<file path="src/sv/wsip_pkg.sv">
// Shared constants, types and character helpers for the wide string to int64 parser.
package wsip_pkg;

    localparam int unsigned MAX_LEN = 4096;
    localparam int unsigned POS_W   = $clog2(MAX_LEN + 1);

    localparam int unsigned CH_W     = 21;
    localparam int unsigned RADIX_W  = 6;
    localparam int unsigned VALUE_W  = 64;
    localparam int unsigned STATUS_W = 2;
    localparam int unsigned OFFSET_W = 13;
    localparam int unsigned S_DATA_W = 24;
    localparam int unsigned M_DATA_W = 80;

    // multiply-add unit: 32-bit half word times base plus a small addend
    localparam int unsigned HALF_W = 32;
    localparam int unsigned PROD_W = HALF_W + RADIX_W;

    localparam logic [RADIX_W-1:0] RADIX_RESET = 6'd10;
    localparam logic [RADIX_W-1:0] RADIX_MAX   = 6'd36;
    localparam logic [RADIX_W-1:0] RADIX_BAD   = 6'd1;
    localparam logic [RADIX_W-1:0] BASE_AUTO   = 6'd0;
    localparam logic [RADIX_W-1:0] BASE_OCT    = 6'd8;
    localparam logic [RADIX_W-1:0] BASE_DEC    = 6'd10;
    localparam logic [RADIX_W-1:0] BASE_HEX    = 6'd16;
    localparam logic [RADIX_W-1:0] DIGIT_NONE  = 6'd63;
    localparam logic [RADIX_W-1:0] DIGIT_ALPHA = 6'd10;

    localparam logic [CH_W-1:0] CH_TAB   = 21'd9;
    localparam logic [CH_W-1:0] CH_CR    = 21'd13;
    localparam logic [CH_W-1:0] CH_SPACE = 21'd32;
    localparam logic [CH_W-1:0] CH_PLUS  = 21'd43;
    localparam logic [CH_W-1:0] CH_MINUS = 21'd45;
    localparam logic [CH_W-1:0] CH_0     = 21'd48;
    localparam logic [CH_W-1:0] CH_9     = 21'd57;
    localparam logic [CH_W-1:0] CH_UA    = 21'd65;
    localparam logic [CH_W-1:0] CH_UZ    = 21'd90;
    localparam logic [CH_W-1:0] CH_UX    = 21'd88;
    localparam logic [CH_W-1:0] CH_LA    = 21'd97;
    localparam logic [CH_W-1:0] CH_LZ    = 21'd122;
    localparam logic [CH_W-1:0] CH_LX    = 21'd120;

    localparam logic [STATUS_W-1:0] ST_OK       = 2'd0;
    localparam logic [STATUS_W-1:0] ST_NO_DIGIT = 2'd1;
    localparam logic [STATUS_W-1:0] ST_RANGE    = 2'd2;
    localparam logic [STATUS_W-1:0] ST_BAD_BASE = 2'd3;

    localparam logic [VALUE_W-1:0] VALUE_MAX = 64'h7FFF_FFFF_FFFF_FFFF;
    localparam logic [VALUE_W-1:0] VALUE_MIN = 64'h8000_0000_0000_0000;

    typedef struct packed {
        logic [HALF_W-1:0]  a;
        logic [RADIX_W-1:0] b;
        logic [RADIX_W-1:0] c;
    } t_mac_req;

    function automatic logic [RADIX_W-1:0] digit_of(input logic [CH_W-1:0] c);
        logic [RADIX_W-1:0] d;
        d = DIGIT_NONE;
        if (c >= CH_0 && c <= CH_9) begin
            d = RADIX_W'(c - CH_0);
        end else if (c >= CH_LA && c <= CH_LZ) begin
            d = RADIX_W'(c - CH_LA) + DIGIT_ALPHA;
        end else if (c >= CH_UA && c <= CH_UZ) begin
            d = RADIX_W'(c - CH_UA) + DIGIT_ALPHA;
        end
        return d;
    endfunction

    function automatic logic is_space(input logic [CH_W-1:0] c);
        return (c == CH_SPACE) || (c >= CH_TAB && c <= CH_CR);
    endfunction

endpackage

</file>
<file path="src/sv/wsip_mac.sv">
// Shared multiply-add unit: 32-bit operand times base plus addend, registered result.
module wsip_mac
    import wsip_pkg::*;
(
    input  logic              i_clk,
    input  t_mac_req          i_req,
    output logic [PROD_W-1:0] o_p
);

    logic [PROD_W-1:0] r_p;

    always_ff @(posedge i_clk) begin
        r_p <= PROD_W'(i_req.a) * PROD_W'(i_req.b) + PROD_W'(i_req.c);
    end

    assign o_p = r_p;

endmodule

</file>
<file path="src/sv/wide_string_to_int64_parser.sv">
// A digit that still accumulates passes the decode, high-half and commit states before the
// next transfer can be taken; other characters, and digits after overflow, pass only the decode state.
// The 64-bit multiply-accumulate runs as two passes of one 32x6 multiply-add unit,
// then a limit compare; no new character is taken until that compare has committed.
// The last character then passes the emit state to load the result register; while an earlier
// result is still held there and not taken, the emit state waits, input stalled.
// Reset is synchronous, active low: radix returns to 10, parse state and output valid clear.
// Configuration is always ready and is sampled on the first character of each string.
module wide_string_to_int64_parser
    import wsip_pkg::*;
(
    input  logic                i_clk,
    input  logic                i_rst_n,
    // configuration: radix
    input  logic                i_cfg_valid,
    output logic                o_cfg_ready,
    input  logic [RADIX_W-1:0]  i_cfg_data,
    // input stream
    input  logic                i_s_axis_tvalid,
    output logic                o_s_axis_tready,
    input  logic [S_DATA_W-1:0] i_s_axis_tdata,   // [20:0] ch, [23:21] zero
    input  logic                i_s_axis_tlast,   // last character of the string
    // result stream
    output logic                o_m_axis_tvalid,
    input  logic                i_m_axis_tready,
    output logic [M_DATA_W-1:0] o_m_axis_tdata    // [63:0] value, [65:64] status,
                                                  // [78:66] end_offset, [79] zero
);

    typedef enum logic [2:0] {
        PH_WS, PH_SIGN, PH_ZERO, PH_PREFIX, PH_DIGITS, PH_DONE, PH_INVALID
    } t_phase;

    typedef enum logic [2:0] {
        S_IDLE, S_DEC, S_MHI, S_CMT, S_EMIT
    } t_state;

    t_state              r_state;
    t_phase              r_phase;
    logic [RADIX_W-1:0]  r_radix;
    logic [RADIX_W-1:0]  r_base;
    logic                r_neg;
    logic                r_ovf;
    logic [VALUE_W-1:0]  r_mag;
    logic [POS_W-1:0]    r_pos;
    logic [POS_W-1:0]    r_end_pos;
    logic [CH_W-1:0]     r_ch;
    logic                r_last;
    logic [HALF_W-1:0]   r_lo;
    logic                r_m_tvalid;
    logic [M_DATA_W-1:0] r_m_tdata;

    // decode results
    t_phase              n_phase;
    logic [RADIX_W-1:0]  n_base;
    logic                n_neg;
    logic                w_stamp;
    logic                w_take;
    logic [RADIX_W-1:0]  w_digit;
    logic [POS_W-1:0]    w_pos_inc;

    t_mac_req            w_req;
    logic [PROD_W-1:0]   w_mac_p;

    logic [PROD_W+HALF_W-1:0] w_full;
    logic [PROD_W+HALF_W-1:0] w_limit;

    logic [VALUE_W-1:0]  w_value;
    logic [STATUS_W-1:0] w_status;
    logic [OFFSET_W-1:0] w_offset;
    logic                w_out_free;

    assign w_pos_inc = (r_pos < POS_W'(MAX_LEN)) ? r_pos + 1'b1 : POS_W'(MAX_LEN);
    assign w_digit   = digit_of(r_ch);

    // per-character phase step
    always_comb begin
        logic   first_chr;
        logic   first_dig;
        logic   try_dig;
        t_phase ph;
        first_chr = (r_pos == '0) && (r_phase == PH_WS);
        first_dig = 1'b0;
        try_dig   = 1'b0;
        n_base    = first_chr ? r_radix : r_base;
        ph        = (first_chr && (r_radix == RADIX_BAD || r_radix > RADIX_MAX))
                    ? PH_INVALID : r_phase;
        n_phase   = ph;
        n_neg     = r_neg;
        w_stamp   = 1'b0;
        w_take    = 1'b0;
        unique case (ph)
            PH_WS: begin
                if (is_space(r_ch)) begin
                    n_phase = PH_WS;
                end else if (r_ch == CH_PLUS || r_ch == CH_MINUS) begin
                    n_neg   = (r_ch == CH_MINUS);
                    n_phase = PH_SIGN;
                end else begin
                    first_dig = 1'b1;
                end
            end
            PH_SIGN: first_dig = 1'b1;
            PH_ZERO: begin
                if (r_ch == CH_LX || r_ch == CH_UX) begin
                    n_phase = PH_PREFIX;
                end else begin
                    if (n_base == BASE_AUTO) n_base = BASE_OCT;
                    try_dig = 1'b1;
                end
            end
            PH_PREFIX: begin
                n_base  = BASE_HEX;
                try_dig = 1'b1;
            end
            PH_DIGITS: try_dig = 1'b1;
            default: n_phase = ph;
        endcase
        if (first_dig) begin
            if ((n_base == BASE_AUTO || n_base == BASE_HEX) && r_ch == CH_0) begin
                w_stamp = 1'b1;
                n_phase = PH_ZERO;
            end else begin
                if (n_base == BASE_AUTO) n_base = BASE_DEC;
                try_dig = 1'b1;
            end
        end
        if (try_dig) begin
            if (w_digit < n_base) begin
                w_stamp = 1'b1;
                n_phase = PH_DIGITS;
                w_take  = !r_ovf;
            end else begin
                n_phase = PH_DONE;
            end
        end
    end

    // low half in the decode cycle, high half with the carry of the low half next
    always_comb begin
        if (r_state == S_MHI) begin
            w_req.a = r_mag[VALUE_W-1:HALF_W];
            w_req.b = r_base;
            w_req.c = w_mac_p[PROD_W-1:HALF_W];
        end else begin
            w_req.a = r_mag[HALF_W-1:0];
            w_req.b = n_base;
            w_req.c = w_digit;
        end
    end

    wsip_mac u_mac (
        .i_clk (i_clk),
        .i_req (w_req),
        .o_p   (w_mac_p)
    );

    assign w_full  = {w_mac_p, r_lo};
    assign w_limit = (PROD_W + HALF_W)'(r_neg ? VALUE_MIN : VALUE_MAX);

    always_comb begin
        w_value  = '0;
        w_status = ST_OK;
        w_offset = '0;
        if (r_phase == PH_INVALID) begin
            w_status = ST_BAD_BASE;
        end else if (r_end_pos == '0) begin
            w_status = ST_NO_DIGIT;
        end else if (r_ovf) begin
            w_value  = r_neg ? VALUE_MIN : VALUE_MAX;
            w_status = ST_RANGE;
            w_offset = OFFSET_W'(r_end_pos);
        end else begin
            w_value  = r_neg ? VALUE_W'(0) - r_mag : r_mag;
            w_offset = OFFSET_W'(r_end_pos);
        end
    end

    assign w_out_free = !r_m_tvalid || i_m_axis_tready;

    always_ff @(posedge i_clk) begin
        if (!i_rst_n) begin
            r_state    <= S_IDLE;
            r_phase    <= PH_WS;
            r_radix    <= RADIX_RESET;
            r_base     <= '0;
            r_neg      <= 1'b0;
            r_ovf      <= 1'b0;
            r_mag      <= '0;
            r_pos      <= '0;
            r_end_pos  <= '0;
            r_m_tvalid <= 1'b0;
        end else begin
            if (i_cfg_valid) r_radix <= i_cfg_data;
            if (r_m_tvalid && i_m_axis_tready && r_state != S_EMIT) r_m_tvalid <= 1'b0;
            unique case (r_state)
                S_IDLE: begin
                    if (i_s_axis_tvalid) begin
                        r_ch    <= i_s_axis_tdata[CH_W-1:0];
                        r_last  <= i_s_axis_tlast;
                        r_state <= S_DEC;
                    end
                end
                S_DEC: begin
                    r_phase <= n_phase;
                    r_base  <= n_base;
                    r_neg   <= n_neg;
                    r_pos   <= w_pos_inc;
                    if (w_stamp) r_end_pos <= w_pos_inc;
                    if (w_take)      r_state <= S_MHI;
                    else if (r_last) r_state <= S_EMIT;
                    else             r_state <= S_IDLE;
                end
                S_MHI: begin
                    r_lo    <= w_mac_p[HALF_W-1:0];
                    r_state <= S_CMT;
                end
                S_CMT: begin
                    if (w_full > w_limit) r_ovf <= 1'b1;
                    else                  r_mag <= w_full[VALUE_W-1:0];
                    r_state <= r_last ? S_EMIT : S_IDLE;
                end
                S_EMIT: begin
                    // the result register is free or hands its transfer over this edge
                    if (w_out_free) begin
                        r_m_tvalid <= 1'b1;
                        r_m_tdata  <= {1'b0, w_offset, w_status, w_value};
                        r_phase    <= PH_WS;
                        r_base     <= '0;
                        r_neg      <= 1'b0;
                        r_ovf      <= 1'b0;
                        r_mag      <= '0;
                        r_pos      <= '0;
                        r_end_pos  <= '0;
                        r_state    <= S_IDLE;
                    end
                end
                default: r_state <= S_IDLE;
            endcase
        end
    end

    assign o_cfg_ready     = 1'b1;
    assign o_s_axis_tready = (r_state == S_IDLE);
    assign o_m_axis_tvalid = r_m_tvalid;
    assign o_m_axis_tdata  = r_m_tdata;

endmodule

</file>
<file path="config.mk">
export PLATFORM = sky130hd
export DESIGN_NAME = wide_string_to_int64_parser
export DESIGN_NICKNAME = d
export VERILOG_FILES = /design/src/sv/wsip_pkg.sv /design/src/sv/wsip_mac.sv /design/src/sv/wide_string_to_int64_parser.sv
export SDC_FILE = /design/constraint.sdc
export NUM_CORES = 1
export LEC_CHECK = 0
export ABC_AREA = 1
export BUFFER_PORTS_ARGS = -buffer_cell sky130_fd_sc_hd__buf_2
export CAP_MARGIN = 20
export CORE_UTILIZATION = 63
export CTS_CLUSTER_DIAMETER = 60
export DETAILED_ROUTE_END_ITERATION = 7
export PLACE_DENSITY = 0.82
export SETUP_SLACK_MARGIN = 0.4
export SYNTH_ARGS = -nofsm -noshare
export SYNTH_HDL_FRONTEND = slang
export SYNTH_HIERARCHICAL = 1
export SYNTH_SLANG_ARGS = --single-unit
</file>
<file path="constraint.sdc">
create_clock -name i_clk -period 6.1 [get_ports i_clk]
set_input_delay 0.61 -clock i_clk [delete_from_list [all_inputs] [get_ports i_clk]]
set_output_delay 0.61 -clock i_clk [all_outputs]
set_load 0.05 [all_outputs]
</file>
==> run_results.csv <==
group,metric,value,unit
run_status,status,"finished, final reports clean",
synth,synthMuxAreaShare,0,
pwr,p_leak,0.0142,µW
synth,netlist_instances,3068,
finish,area_delta_synth_final,19.1,%
timing,fin_hold_ws,177,ps
die,fp.dieW,192,µm
timing,slew_headroom,0.0705,
global_route,busiest_layer,"met2",
synth,synth_compound_area_frac,0.104,
drt,via_per_inst,5.91,
timing,hold_viol,0,
worst_setup_path,cp-start-kind,"register",
cts,clk_pin_slew_worst_paths,70,ps
timing,setup_tns,0,ps
synth,synth_area,22700,µm²
worst_hold_path,hold_path_class,"input pin to register",
timing,clock_skew,17.3,ps
worst_setup_path,crit_fanout,6,
worst_setup_path,endpoint_kind,"register",
synth,synth_cell_types,60,
pwr,power_density,282,nW/µm²
worst_setup_path,crit_type,"register to register",
worst_setup_path,critPathRequiredTime,6590,ps
worst_setup_path,cp_top_family,"adder cells",
global_route,met3_usage,0.0523,
worst_setup_path,critPathBufInv,4,
run,max_cap_viol_count,0,
die,dieHeight,192,µm
timing,rsz0062_at_grt,"yes",
timing,fmax,0.169,GHz
global_route,track_usage,0.348,
timing,setup_viol,0,
global_route,grt_start_max_net_pins,96,
global_route,grt_pass1_wl,101000,µm
synth,syn-num-nets,3389,
finish,multiInputGateArea,14900,µm²
finish,final_layout_size_suffix_gt1_frac,0.196,
synth,synth_seq_cells,282,
cts,holdBufCountCts,0,
die,ioPinCount,119,
placement,gp_congestion,0.974,
die,die_area,36800,µm²
global_route,grt_pass1_vias,19700,
finish,nets,3554,
global_route,use_met2,0.557,
drt,via_count,22000,
worst_setup_path,worstPathArrival,6400,ps
global_route,met1_usage,0.480,
placement,hpwlAfterDp,48500,µm
cts,clockBufferDepth,3,
timing,fin_crit,5900,ps
cts,clkLatencyLatePin,610,ps
global_route,overflow,0,
die,start_util,0.640,
synth,synth_top_family_by_area,"simple AND/OR/NAND/NOR gates",
drt,dr.first_iter.drc_count,2479,
synth,yosys_most_used_dff,"dfxtp_1",
worst_setup_path,slowest_delay,650,ps
global_route,antenna_found_initial,1,
synth,synth_warnings,6,
timing,post-route-period-util,0.968,
pwr,peakVddDrop,0.308,mV
drt,drc,0,
synth,async_reset_ff_frac,0,
cts,cts_buffers,30,
synth,synth-simple-area-share,0.280,
synth,yosys.area_share.adder,0.198,
worst_setup_path,cp_slowest_cell,"fa_1",
synth,syn_avg_cell_area,7.40,µm²
timing,worstMarginPinSlew,1380,ps
cts,h-tree-depth,1,
drt,antenna_left,0,
placement,port_buffers,113,
die,coreArea,35500,µm²
timing,drv_slew,0,
drt,wl_per_cell,18.9,µm
synth,synth_edf_count,133,
synth,seq_area_frac_synth,0.307,
cts,cts_tree,"built",
drt,drtPass1Iterations,6,
cts,cts.sinks,282,
cts,cts_root_buffer,"clkbuf_16",
synth,synth_xor_area_frac,0.0100,
drt,wl,70200,µm
finish,register_area,6990,µm²
finish,fill_cells,2461,
die,rows,69,
worst reg2reg max path: cells and delay by family (launching register included):
kind | cells | cell delay, ps
AND/OR/NAND/NOR | 16 | 1830
buffers and inverters | 4 | 620
AO/OA/AOI/OAI | 2 | 400
flip-flops | 1 | 490
adder cells (fa/ha/maj) | 6 | 2440
cell usage in the layout, fill, tap and decap left out, drive strengths merged, types with 58 or more instances in the layout:
cell type	n
nand2	848
inv	494
nor2	299
a21oi	247
buf	231
ha	161
dfxtp	149
nand3	139
edfxtp	133
o21ai	126
fa	124
nor3	58
final timing paths:
path	startpoint	end	slack, ps	depth (start not counted)
setup reg to reg	r_ch[0]$_DFFE_PP_	u_mac/o_p[28]$_DFF_P_	200	28
hold / removal	i_s_axis_tlast	r_last$_DFFE_PP_	180	1
hold reg to reg	u_mac/o_p[23]$_DFF_P_	r_lo[23]$_DFFE_PP_	470	0
setup / recovery	r_ch[0]$_DFFE_PP_	u_mac/o_p[28]$_DFF_P_	200	28
routing by layer:
metal | up-vias | wire [µm] | share of wire
met5 | - | 0 | 0
met4 | 0 | 3540 | 0.050
met3 | 258 | 6980 | 0.099
met2 | 1275 | 33000 | 0.47
met1 | 10300 | 26700 | 0.38
li1 | 10100 | - | -
cells in the mapped netlist, types with 14 or more instances:
cell | count | area, µm²
nand2_1 | 811 | 3040
inv_1 | 490 | 1840
nor2_1 | 272 | 1020
a21oi_1 | 245 | 1230
ha_1 | 161 | 2010
dfxtp_1 | 149 | 2980
edfxtp_1 | 133 | 3990
nand3_1 | 127 | 636
fa_1 | 124 | 2480
o21ai_0 | 122 | 611
clkbuf_1 | 78 | 293
nor3_1 | 57 | 285
nand3b_1 | 38 | 285
nand2_2 | 30 | 188
nand4_1 | 27 | 169
xor2_1 | 19 | 166
nor2_2 | 16 | 100
a211oi_1 | 14 | 105
registers in the layout (all words and copies together), names as in the netlist:
register,cells
r_ovf,1
u_mac/o_p,38
o_m_axis_tdata,79
r_state,3
r_lo,32
r_last,1
r_pos,13
r_end_pos,13
r_radix,6
r_ch,21
r_neg,1
r_base,6
r_phase,3
o_m_axis_tvalid,1
r_mag,64
metrics by stage:
step           power (µW)  worst slack, ps  cells  cell area [µm²]  utilization
3_5_place_dp         4760              125   3588            23800        0.671
5_1_grt              7940            -31.8   3718            27000        0.762
2_1_floorplan        4030              483   3068            22700            -
6_report             7630              195   3719            27000        0.762
3_3_place_gp         4680              271   3588            23800        0.671
4_1_cts              6770              387   3648            25000        0.705
report_power, final:
part	total, µW	switching [µW]	internal [µW]
sequential	2340	172	2170
combinational	3340	2060	1280
clock	1960	824	1130
what timing repair did:
action | 4_1_cts | 5_1_grt
cloned | 0 | 4
buffers inserted | 4 | 64
setup endpoints to repair | 29 | 33
pin swaps | 6 | 117
gates resized for setup | 29 | 305
cell type report:
class                      count  area share
antenna                        1   0.0000926
clock buffer                  40      0.0334
clock inverter                16     0.00634
inverter                     494      0.0689
multi-input combinational   2190       0.549
sequential                   282       0.258
tap                          461      0.0213
timing repair buffer         235      0.0621
cell families after synthesis:
group	Yosys count
buffers and inverters	596
AND/OR/NAND/NOR	1441
adder cells (fa/ha/maj)	285
XOR/XNOR	26
flip-flops	282
other	2
AO/OA/AOI/OAI	436
Power figures use the tool's default switching activity.
